**src/gmdfs_pkg.sv**
```systemverilog
// Package for the grid maze depth-first path finder.
// Holds the sizing constants, codes, payload and request types and the move table.
// No dependencies; every other file of the block refers to it by scoped names.
package gmdfs_pkg;

    // Grid geometry and the widths that follow from it.
    localparam int MAX_SIDE = 64;
    localparam int COORD_W  = $clog2(MAX_SIDE);
    localparam int ADDR_W   = 2 * COORD_W;
    localparam int CELLS    = MAX_SIDE * MAX_SIDE;
    localparam int DEPTH_W  = ADDR_W + 1;
    localparam int SIDE_W   = COORD_W + 1;

    // Neighbour scan: eight directions plus one code for "all tried".
    localparam int NUM_DIRS = 8;
    localparam int DIR_W    = $clog2(NUM_DIRS);
    localparam int K_W      = DIR_W + 1;

    // Command codes.
    localparam logic [1:0] OP_LOAD  = 2'd0;
    localparam logic [1:0] OP_SOLVE = 2'd1;
    localparam logic [1:0] OP_READ  = 2'd2;

    // Result kinds.
    localparam logic KIND_STATUS = 1'b0;
    localparam logic KIND_ENTRY  = 1'b1;

    // Configuration register indexes.
    localparam int CFG_IDX_W  = 3;
    localparam int CFG_DATA_W = 7;
    localparam logic [CFG_IDX_W-1:0] CFG_SIDE      = 3'd0;
    localparam logic [CFG_IDX_W-1:0] CFG_START_ROW = 3'd1;
    localparam logic [CFG_IDX_W-1:0] CFG_START_COL = 3'd2;
    localparam logic [CFG_IDX_W-1:0] CFG_GOAL_ROW  = 3'd3;
    localparam logic [CFG_IDX_W-1:0] CFG_GOAL_COL  = 3'd4;

    // Reset value of the side length register.
    localparam logic [SIDE_W-1:0] SIDE_RESET = SIDE_W'(MAX_SIDE);

    // Clockwise from east, rows growing southwards, two-bit signed offsets.
    localparam logic [1:0] MOVE_DR [NUM_DIRS] =
        '{2'b00, 2'b01, 2'b01, 2'b01, 2'b00, 2'b11, 2'b11, 2'b11};
    localparam logic [1:0] MOVE_DC [NUM_DIRS] =
        '{2'b01, 2'b01, 2'b00, 2'b11, 2'b11, 2'b11, 2'b00, 2'b01};

    // Input transaction payload.
    typedef struct packed {
        logic [1:0]         opcode;
        logic [COORD_W-1:0] cell_row;
        logic [COORD_W-1:0] cell_col;
        logic               cell_blocked;
    } t_in_item;

    // Result transaction payload.
    typedef struct packed {
        logic               result_kind;
        logic               found;
        logic [DEPTH_W-1:0] path_length;
        logic [COORD_W-1:0] path_row;
        logic [COORD_W-1:0] path_col;
        logic               last_entry;
    } t_out_item;

    // Configuration register contents.
    typedef struct packed {
        logic [SIDE_W-1:0]  side_length;
        logic [COORD_W-1:0] start_row;
        logic [COORD_W-1:0] start_col;
        logic [COORD_W-1:0] goal_row;
        logic [COORD_W-1:0] goal_col;
    } t_cfg;

    // Access request to the grid memory.
    typedef struct packed {
        logic              we;
        logic [ADDR_W-1:0] waddr;
        logic              wdata;
        logic              re;
        logic [ADDR_W-1:0] raddr;
    } t_grid_req;

    // Access request to the path stack memory.
    typedef struct packed {
        logic              we;
        logic [ADDR_W-1:0] waddr;
        logic [ADDR_W-1:0] wdata;
        logic              re;
        logic [ADDR_W-1:0] raddr;
    } t_stack_req;

endpackage

```
**src/gmdfs_ctrl.sv**
```systemverilog
// Sequencer of the path finder: command decode, depth-first search and result stage.
// Drives the grid and stack memories through request structs.
// Depends on gmdfs_pkg for types, codes and the move table.
module gmdfs_ctrl (
    input  logic                         i_clk,
    input  logic                         i_rst_n,
    input  gmdfs_pkg::t_cfg              i_cfg,
    input  logic                         i_in_valid,
    output logic                         o_in_stall,
    input  gmdfs_pkg::t_in_item          i_in_data,
    output logic                         o_out_valid,
    input  logic                         i_out_stall,
    output gmdfs_pkg::t_out_item         o_out_data,
    output gmdfs_pkg::t_grid_req         o_grid_req,
    input  logic                         i_grid_rdata,
    output gmdfs_pkg::t_stack_req        o_stack_req,
    input  logic [gmdfs_pkg::ADDR_W-1:0] i_stack_rdata
);

    localparam int CW = gmdfs_pkg::COORD_W;
    localparam int AW = gmdfs_pkg::ADDR_W;
    localparam int DW = gmdfs_pkg::DEPTH_W;
    localparam int SW = gmdfs_pkg::SIDE_W;
    localparam int KW = gmdfs_pkg::K_W;

    localparam logic [1:0] ST_IDLE = 2'd0;
    localparam logic [1:0] ST_SCAN = 2'd1;
    localparam logic [1:0] ST_POP  = 2'd2;
    localparam logic [1:0] ST_DONE = 2'd3;

    localparam logic [KW-1:0] K_ALL_TRIED = KW'(gmdfs_pkg::NUM_DIRS);
    localparam logic [DW-1:0] DEPTH_ONE   = DW'(1);
    localparam logic [DW-1:0] DEPTH_TWO   = DW'(2);

    // Control state.
    logic [1:0]    r_state, n_state;
    logic [DW-1:0] r_depth, n_depth;
    logic          r_found, n_found;
    logic [KW-1:0] r_k, n_k;
    logic          r_pv, n_pv;
    logic          r_pend, n_pend;
    logic          r_out_valid, n_out_valid;

    // Payload state.
    logic [CW-1:0] r_top_row, n_top_row;
    logic [CW-1:0] r_top_col, n_top_col;
    logic [CW-1:0] r_pr, n_pr;
    logic [CW-1:0] r_pc, n_pc;
    logic          r_pend_found, n_pend_found;
    logic [DW-1:0] r_pend_len, n_pend_len;
    logic          r_pend_last, n_pend_last;
    gmdfs_pkg::t_out_item r_out, n_out;

    logic          in_acc;
    logic          out_free;
    logic [SW-1:0] eff_n;
    logic          ends_in_grid;
    logic [CW:0]   nb_row;
    logic [CW:0]   nb_col;
    logic          nb_in_grid;
    logic [gmdfs_pkg::DIR_W-1:0] dir;

    // Handshake on both channels.
    assign out_free    = !r_out_valid || !i_out_stall;
    assign o_in_stall  = (r_state != ST_IDLE) || (r_pend && !out_free);
    assign in_acc      = i_in_valid && !o_in_stall;
    assign o_out_valid = r_out_valid;
    assign o_out_data  = r_out;

    // Side length in use, clamped to the legal range.
    always_comb begin
        if (i_cfg.side_length == '0) begin
            eff_n = SW'(1);
        end else if (i_cfg.side_length > SW'(gmdfs_pkg::MAX_SIDE)) begin
            eff_n = SW'(gmdfs_pkg::MAX_SIDE);
        end else begin
            eff_n = i_cfg.side_length;
        end
    end

    assign ends_in_grid = ({1'b0, i_cfg.start_row} < eff_n) &&
                          ({1'b0, i_cfg.start_col} < eff_n) &&
                          ({1'b0, i_cfg.goal_row}  < eff_n) &&
                          ({1'b0, i_cfg.goal_col}  < eff_n);

    // Neighbour under test; an offset below zero wraps high and fails the bound check.
    assign dir    = r_k[gmdfs_pkg::DIR_W-1:0];
    assign nb_row = {1'b0, r_top_row} +
                    {{(CW-1){gmdfs_pkg::MOVE_DR[dir][1]}}, gmdfs_pkg::MOVE_DR[dir]};
    assign nb_col = {1'b0, r_top_col} +
                    {{(CW-1){gmdfs_pkg::MOVE_DC[dir][1]}}, gmdfs_pkg::MOVE_DC[dir]};
    assign nb_in_grid = (nb_row < eff_n) && (nb_col < eff_n);

    // Next-state logic: commands, search steps and the result stage.
    always_comb begin
        n_state      = r_state;
        n_depth      = r_depth;
        n_found      = r_found;
        n_k          = r_k;
        n_pv         = r_pv;
        n_pend       = r_pend;
        n_out_valid  = r_out_valid;
        n_top_row    = r_top_row;
        n_top_col    = r_top_col;
        n_pr         = r_pr;
        n_pc         = r_pc;
        n_pend_found = r_pend_found;
        n_pend_len   = r_pend_len;
        n_pend_last  = r_pend_last;
        n_out        = r_out;
        o_grid_req   = '0;
        o_stack_req  = '0;

        // A taken result frees the output register.
        if (r_out_valid && !i_out_stall) begin
            n_out_valid = 1'b0;
        end

        // A popped path entry moves on once its stack data has arrived.
        if (r_pend && out_free) begin
            n_pend                = 1'b0;
            n_out_valid           = 1'b1;
            n_out.result_kind     = gmdfs_pkg::KIND_ENTRY;
            n_out.found           = r_pend_found;
            n_out.path_length     = r_pend_len;
            n_out.path_row        = r_pend_found ? i_stack_rdata[AW-1:CW] : '0;
            n_out.path_col        = r_pend_found ? i_stack_rdata[CW-1:0]  : '0;
            n_out.last_entry      = r_pend_last;
        end

        case (r_state)
            ST_IDLE: begin
                if (in_acc) begin
                    case (i_in_data.opcode)
                        gmdfs_pkg::OP_LOAD: begin
                            o_grid_req.we    = 1'b1;
                            o_grid_req.waddr = {i_in_data.cell_row, i_in_data.cell_col};
                            o_grid_req.wdata = i_in_data.cell_blocked;
                        end
                        gmdfs_pkg::OP_SOLVE: begin
                            n_found = 1'b0;
                            n_k     = '0;
                            n_pv    = 1'b0;
                            if (!ends_in_grid) begin
                                n_depth = '0;
                                n_state = ST_DONE;
                            end else begin
                                // The entry cell is marked visited and pushed first.
                                o_grid_req.we     = 1'b1;
                                o_grid_req.waddr  = {i_cfg.start_row, i_cfg.start_col};
                                o_grid_req.wdata  = 1'b1;
                                o_stack_req.we    = 1'b1;
                                o_stack_req.waddr = '0;
                                o_stack_req.wdata = {i_cfg.start_row, i_cfg.start_col};
                                n_depth   = DEPTH_ONE;
                                n_top_row = i_cfg.start_row;
                                n_top_col = i_cfg.start_col;
                                if (i_cfg.start_row == i_cfg.goal_row &&
                                    i_cfg.start_col == i_cfg.goal_col) begin
                                    n_found = 1'b1;
                                    n_state = ST_DONE;
                                end else begin
                                    n_state = ST_SCAN;
                                end
                            end
                        end
                        gmdfs_pkg::OP_READ: begin
                            n_pend = 1'b1;
                            if (r_depth != '0) begin
                                o_stack_req.re    = 1'b1;
                                o_stack_req.raddr = AW'(r_depth - DEPTH_ONE);
                                n_depth      = r_depth - DEPTH_ONE;
                                n_pend_found = 1'b1;
                                n_pend_len   = r_depth - DEPTH_ONE;
                                n_pend_last  = (r_depth == DEPTH_ONE);
                            end else begin
                                n_pend_found = 1'b0;
                                n_pend_len   = '0;
                                n_pend_last  = 1'b0;
                            end
                        end
                        default: begin
                        end
                    endcase
                end
            end
            ST_SCAN: begin
                if (r_pv && !i_grid_rdata) begin
                    // Open neighbour: mark it, push it and make it the new top.
                    o_grid_req.we     = 1'b1;
                    o_grid_req.waddr  = {r_pr, r_pc};
                    o_grid_req.wdata  = 1'b1;
                    o_stack_req.we    = 1'b1;
                    o_stack_req.waddr = r_depth[AW-1:0];
                    o_stack_req.wdata = {r_pr, r_pc};
                    n_depth   = r_depth + DEPTH_ONE;
                    n_top_row = r_pr;
                    n_top_col = r_pc;
                    n_k       = '0;
                    n_pv      = 1'b0;
                    if (r_pr == i_cfg.goal_row && r_pc == i_cfg.goal_col) begin
                        n_found = 1'b1;
                        n_state = ST_DONE;
                    end
                end else if (r_k == K_ALL_TRIED) begin
                    // Dead end: drop the top and fetch the one below it, or finish if the stack is now empty.
                    n_depth = r_depth - DEPTH_ONE;
                    n_pv    = 1'b0;
                    if (r_depth == DEPTH_ONE) begin
                        n_state = ST_DONE;
                    end else begin
                        o_stack_req.re    = 1'b1;
                        o_stack_req.raddr = AW'(r_depth - DEPTH_TWO);
                        n_state = ST_POP;
                    end
                end else begin
                    // Probe the next direction; its grid bit is checked next cycle.
                    o_grid_req.re    = nb_in_grid;
                    o_grid_req.raddr = {nb_row[CW-1:0], nb_col[CW-1:0]};
                    n_pv = nb_in_grid;
                    n_pr = nb_row[CW-1:0];
                    n_pc = nb_col[CW-1:0];
                    n_k  = r_k + KW'(1);
                end
            end
            ST_POP: begin
                n_top_row = i_stack_rdata[AW-1:CW];
                n_top_col = i_stack_rdata[CW-1:0];
                n_k       = '0;
                n_pv      = 1'b0;
                n_state   = ST_SCAN;
            end
            ST_DONE: begin
                if (out_free) begin
                    n_out_valid       = 1'b1;
                    n_out.result_kind = gmdfs_pkg::KIND_STATUS;
                    n_out.found       = r_found;
                    n_out.path_length = r_found ? r_depth : '0;
                    n_out.path_row    = '0;
                    n_out.path_col    = '0;
                    n_out.last_entry  = 1'b0;
                    n_state           = ST_IDLE;
                end
            end
            default: begin
                n_state = ST_IDLE;
            end
        endcase
    end

    // Control registers.
    always_ff @(posedge i_clk) begin
        if (!i_rst_n) begin
            r_state     <= ST_IDLE;
            r_depth     <= '0;
            r_found     <= 1'b0;
            r_k         <= '0;
            r_pv        <= 1'b0;
            r_pend      <= 1'b0;
            r_out_valid <= 1'b0;
        end else begin
            r_state     <= n_state;
            r_depth     <= n_depth;
            r_found     <= n_found;
            r_k         <= n_k;
            r_pv        <= n_pv;
            r_pend      <= n_pend;
            r_out_valid <= n_out_valid;
        end
    end

    // Payload registers.
    always_ff @(posedge i_clk) begin
        r_top_row    <= n_top_row;
        r_top_col    <= n_top_col;
        r_pr         <= n_pr;
        r_pc         <= n_pc;
        r_pend_found <= n_pend_found;
        r_pend_len   <= n_pend_len;
        r_pend_last  <= n_pend_last;
        r_out        <= n_out;
    end

endmodule

```
**config.mk**
```make
export PLATFORM = sky130hd
export DESIGN_NAME = gmdfs_ctrl
export DESIGN_NICKNAME = d
export VERILOG_FILES = /design/src/gmdfs_pkg.sv /design/src/gmdfs_ctrl.sv
export SDC_FILE = /design/constraint.sdc
export NUM_CORES = 1
export LEC_CHECK = 0
export BUFFER_PORTS_ARGS = -buffer_cell sky130_fd_sc_hd__buf_2
export CORE_ASPECT_RATIO = 1.75
export CORE_MARGIN = 4
export CORE_UTILIZATION = 45
export CTS_CLUSTER_DIAMETER = 200
export DETAILED_ROUTE_END_ITERATION = 10
export GPL_ROUTABILITY_DRIVEN = 0
export MAX_ROUTING_LAYER = met4
export PLACE_DENSITY = 0.69
export SLEW_MARGIN = 0
export SYNTH_ARGS = -nofsm -noshare
export SYNTH_HDL_FRONTEND = slang
export SYNTH_SLANG_ARGS = --single-unit
```
**constraint.sdc**
```tcl
create_clock -name i_clk -period 4.4 [get_ports i_clk]
set_input_delay 0.66 -clock i_clk [delete_from_list [all_inputs] [get_ports i_clk]]
set_output_delay 0.66 -clock i_clk [all_outputs]
set_load 0.005 [all_outputs]
```
# [After elaboration in Yosys (flattened, before gate mapping)]
# Memory sizes are Yosys's and may differ from the RTL's.
# Index checks and enable logic that the tools add are counted.
[word_totals] reg_bits=90 mem_bits_ro=32 inputBits=63 out_inout_bits=95 elab_cells=177 mem_count=2
[memory_table] memory="(name not given)" words=8 word_bits=2 read_ports=1 rd_ports_with_merged_regs=0 wr=0 line_no="gmdfs_ctrl.sv:91" text="{{(CW-1){gmdfs_pkg::MOVE_DC[dir][1]}}, gmdfs_pkg::MOVE_DC[dir]};"
[memory_table] memory="(name not given)" words=8 word_bits=2 read_ports=1 rd_ports_with_merged_regs=0 wr=0 line_no="gmdfs_ctrl.sv:89" text="{{(CW-1){gmdfs_pkg::MOVE_DR[dir][1]}}, gmdfs_pkg::MOVE_DR[dir]};"
[op_classes] addsub=6 order_cmp=8 eq_ne=22 muxes=83 n_bitwise=3 n_reduce_logical=33
[ops] op="13-bit 2-to-1 mux" count=13
[ops] op="28-bit 2-to-1 mux" count=3
[ops] op="38-bit one-hot mux with 2 select lines" count=1
[ops] op="25-bit 2-to-1 mux" count=3
[ops] op="6-bit 2-to-1 mux" count=10
[ops] op="14-bit one-hot mux with 2 select lines" count=2
[ops] op="13-bit one-hot mux with 2 select lines" count=2
[ops] op="14-bit 2-to-1 mux" count=3
[ops] op="38-bit 2-to-1 mux" count=1
[ops] op="6-bit one-hot mux with 3 select lines" count=2
[ops] op="6-bit by 7-bit < comparator with 1-bit output" count=4
[ops] op="6-bit == test" count=4
[ops] op="2-bit 2-to-1 mux" count=12
[ops] op="1-bit 2-to-1 mux" count=21
[ops] op="5-bit AND reduction" count=4
[ops] op="4-bit 2-to-1 mux" count=4
[ops] op="6-bit by 7-bit adder with 7-bit output" count=2
[ops] op="7-bit < comparator" count=2
[ops] op="7-bit 2-to-1 mux" count=2
[ops] op="13-bit by 1-bit adder with 13-bit output (second input constant)" count=1
[ops] op="13-bit by 1-bit == test with 1-bit output (second input constant)" count=1
[ops] op="13-bit nonzero test" count=1
[ops] op="13-bit by 1-bit subtractor with 13-bit output (second input constant)" count=1
[ops] op="3-bit != test (second input constant)" count=4
[ops] op="25 further kinds" count=52

# [Depth between registers and ports, before layout]
[logic_depth] ltp_word=11 depth_mapped=17 mapped_depth_nobuf=16

# [Worst setup path before layout]
# No wires, ideal clock.
[synth_timing] kind="reg-to-output" from="register r_k[0]" to="output port o_grid_req[12] (netlist bit)" t_arrival_ns=3.037 required_ns=3.740 path_slack_ns=0.703 stages_incl_launch_ff=16 path_buffers=1 path_cell_list="dfxtp_1 > inv_1 > ha_1 > nor2b_1 > ha_1 > a21o_1 > a21oi_1 > o21bai_1 > a21oi_1 > xnor2_1 > ha_1 > a21o_1 > a22oi_1 > o2111ai_1 > nor2b_1 > buf_4"
[synth_rtl] item="from (decl)" line_no="gmdfs_ctrl.sv:39" text="logic [KW-1:0] r_k, n_k;"
[synth_rtl] item="from (signal assigned)" line_no="gmdfs_ctrl.sv:265" text="r_k <= n_k;"
[synth_rtl] item="to (decl)" line_no="gmdfs_ctrl.sv:14" text="output gmdfs_pkg::t_grid_req o_grid_req,"

==> reports/summary.txt <==
Status -> completed
Clock-pin transition on the worst setup and hold timing paths -> 0.07 ns
Core area -> 0.0148 sq mm
Placed Area -> 0.00766 sq mm
Ys flop type -> dfxtp_1
CTS H-tree depth -> 3
Final std cells w/o fill -> 1097
Yosys warns -> 0
TritonCTS Buffers -> 9
Post-Route WL -> 23200 um
Simple-gate area share of the yosys netlist -> 0.216
Post-synth EDFFs -> 39
Area growth syn-to-layout -> 17.9%
Post-synthesis mux area share -> 0.0223
Worst vdd rail ir drop -> 0.000346 V
Yosys reg bits -> 90
ANT nets after route -> 0
Setup CP Type -> reg -> out
Iteration-0 DRC Markers -> 293
Worst-skew pair later-pin latency -> 0.35 ns
Largest net degree at the start of global routing -> 42
Min-Delay Endpoint -> o_out_data[6]
Final Hold Vio Count -> 0
Pleak -> 3.68 nW
Final core utilization -> 0.540
# DRC -> 0
Worst r2r dst -> r_depth[0]
Max Root-Sink Buffers -> 2
HP Class -> reg -> reg
Synthesized net count -> 903
Fin. max-slew vios -> 0
Postcts setup bufs -> 0
Max_cap viols -> 0
Post-Synth XOR/XNOR Area -> 0.0619
Setup Skew -> 0.0116 ns
Die ar. -> 0.0172 sq mm
Finished Cell Area -> 0.00802 sq mm
Crit path max fanout -> 7
RSZ-0062 raised after global routing -> no
Root buf cell -> clkbuf_16
Ant. Diodes -> 0
Pwr dens -> 525 mW/mm^2
Final WS setup -> 0.165 ns
DR pass1 iterations -> 5
Cells after Synth -> 780
Critical Path End Type -> primary output
Fmax -> 0.236 GHz
CTS tree -> done
Synth top area share -> 0.172
PortBufs -> 157
Initial core utilization -> 0.458
HPWL Detailed -> 17900 um
Mapped Avg Cell Area -> 8.71 sq um
Via-per-instance ratio -> 6.06
Via Count -> 6648
Total GRT Usage -> 0.273
Netlist cell types -> 74
Hold WS -> 0.451 ns
Power Total -> 4.20 mW
Pre-CTS setup slack -> 0.358 ns
WP data arrival -> 3.58 ns
Initial antenna violation count -> 0
FF-to-FF Start -> r_depth[1]
Number of global-route vias before repair -> 6584
Worst hold start -> o_out_data[6]
Worst Path Required -> 3.74 ns
Mapped cell area -> 0.00680 sq mm
Normalized max-slew margin -> 0.273
Nets -> 1032
I/O Pins -> 158
First-pass GRT wire length -> 35100 um
Slew @ Worst Pin -> 1.09 ns
Die Span Y -> 171 um
Overflow after GRT -> 0
R2R depth -> 9
Final setup viols -> 0
Die W -> 101 um
FP Rows -> 59
Wirelength per Cell -> 21.2 um
Setup_tns -> 0 ns
CTS sink cnt -> 90
Final min period -> 4.24 ns
Largest family of logic cells by synthesized area -> simple AND/OR/NAND/NOR gates
Sequential share of the synthesized area -> 0.323
Top cells by area, synth -> edfxtp_1, dfxtp_1, ha_1
Worst setup SP type -> flip-flop
Hold Path Depth -> 2
Ys async rst share -> 0
Placed Cells incl. Taps -> 1081
Period utilisation layout -> 0.963
Reg2Reg Setup Slack -> 1.07 ns
Compound-Gate Fraction of Synth Area -> 0.215
Post-synthesis adder-cell area fraction -> 0.113
Synth area leader -> edfxtp_1
Share of post-route cells with drive strength above 1 -> 0.232
[routing by layer]
layer	vias to the layer above	track usage	part of all wire
met5	-	-	0
met1	3107	0.260	0.34
met4	0	0.204	0.085
met3	100	0.0330	0.053
li1	3145	-	-
met2	296	0.491	0.52
[synthesized netlist by cell type, types with 3 or more instances]
cell type and n:
ha_1 58, a221o_1 17, nand4_1 6, o21bai_1 4, nor2_1 55, a21boi_1 3, nor3_1 15, nand2b_1 4
o22ai_1 15, edfxtp_1 39, xor2_1 33, mux2i_1 14, and3_1 25, a22oi_1 16, buf_6 6, dfxtp_1 51
buf_2 8, a311oi_1 4, nand2_1 59, a41oi_1 3, a21o_1 21, a21boi_0 5, o21ai_0 40, nand3_1 42
clkbuf_1 34, nor2b_1 10, nor4_1 10, xnor2_1 15, nor4_2 3, a21oi_1 59, or3_1 6, and2_1 21
a22o_1 3, inv_1 24
[critical path, cell delays in order (launching register included)]
cell and delay (ns):
dfxtp_1 0.35, ha_1 0.25, mux2_2 0.36, ha_1 0.31, a21o_1 0.15, a21oi_1 0.22
o21bai_1 0.10, a21oi_2 0.18, xnor2_2 0.17, ha_1 0.28, nor2b_1 0.13, o21ai_0 0.23
o2111ai_2 0.17, nor2b_1 0.19, buf_2 0.14
[cells in the final DEF, fill, tap and decap left out, types with 25 or more instances in the layout]
cell type	Yosys	layout
buf_2	8	157
nand2_1	59	59
ha_1	58	57
a21oi_1	59	56
nor2_1	55	54
dfxtp_1	51	51
nand3_1	42	42
o21ai_0	40	40
edfxtp_1	39	39
xor2_1	33	33
and3_1	25	25
[power by group]
group / total, mW / switching (mW) / internal [mW]
registers: 1.45 / 0.248 / 1.20
logic: 1.92 / 1.16 / 0.758
clock network: 0.830 / 0.348 / 0.482
[how the worst max path moves through the flow]
stage | start | to | depth (start not counted)
finish | r_k[0] | o_grid_req[12] | 14
global placement | i_cfg[30] | o_grid_req[25] | 12
CTS | r_k[0] | o_grid_req[12] | 17
detailed placement | i_cfg[30] | o_grid_req[25] | 12
global route | r_k[1] | o_grid_req[12] | 17
floorplan | r_k[0] | o_grid_req[12] | 15
[area by class of cell]
type                       count  area [sq um]
fill                        1441          6820
sequential                    90          2190
tap                          183           229
multi-input combinational    615          4310
inverter                      24          90.1
timing repair buffer         169           876
clock inverter                 5          62.6
clock buffer                  11           254
[flip-flops by register name, indices dropped and copies added, names as in the netlist, 2 cells and up]
signal	cells
r_top_row	6
r_depth	13
r_top_col	6
r_pend_len	13
r_pr	6
r_k	4
r_pc	6
r_state	2
o_out_data	28
[what timing repair did]
item                                    4_1_cts  5_1_grt
hold buffers                                  0        0
resized for setup                             0       10
endpoints found under the setup margin        0        1
endpoints found under the hold margin         0        0
[logic make-up after synthesis]
logic type               after synthesis
AND/OR/NAND/NOR                      276
AO/OA/AOI/OAI                        216
flip-flops                            90
buffers and inverters                 75
adder cells (fa/ha/maj)               60
XOR/XNOR                              48
multiplexers                          15
Note: power is estimated with default switching activity, not from simulation.
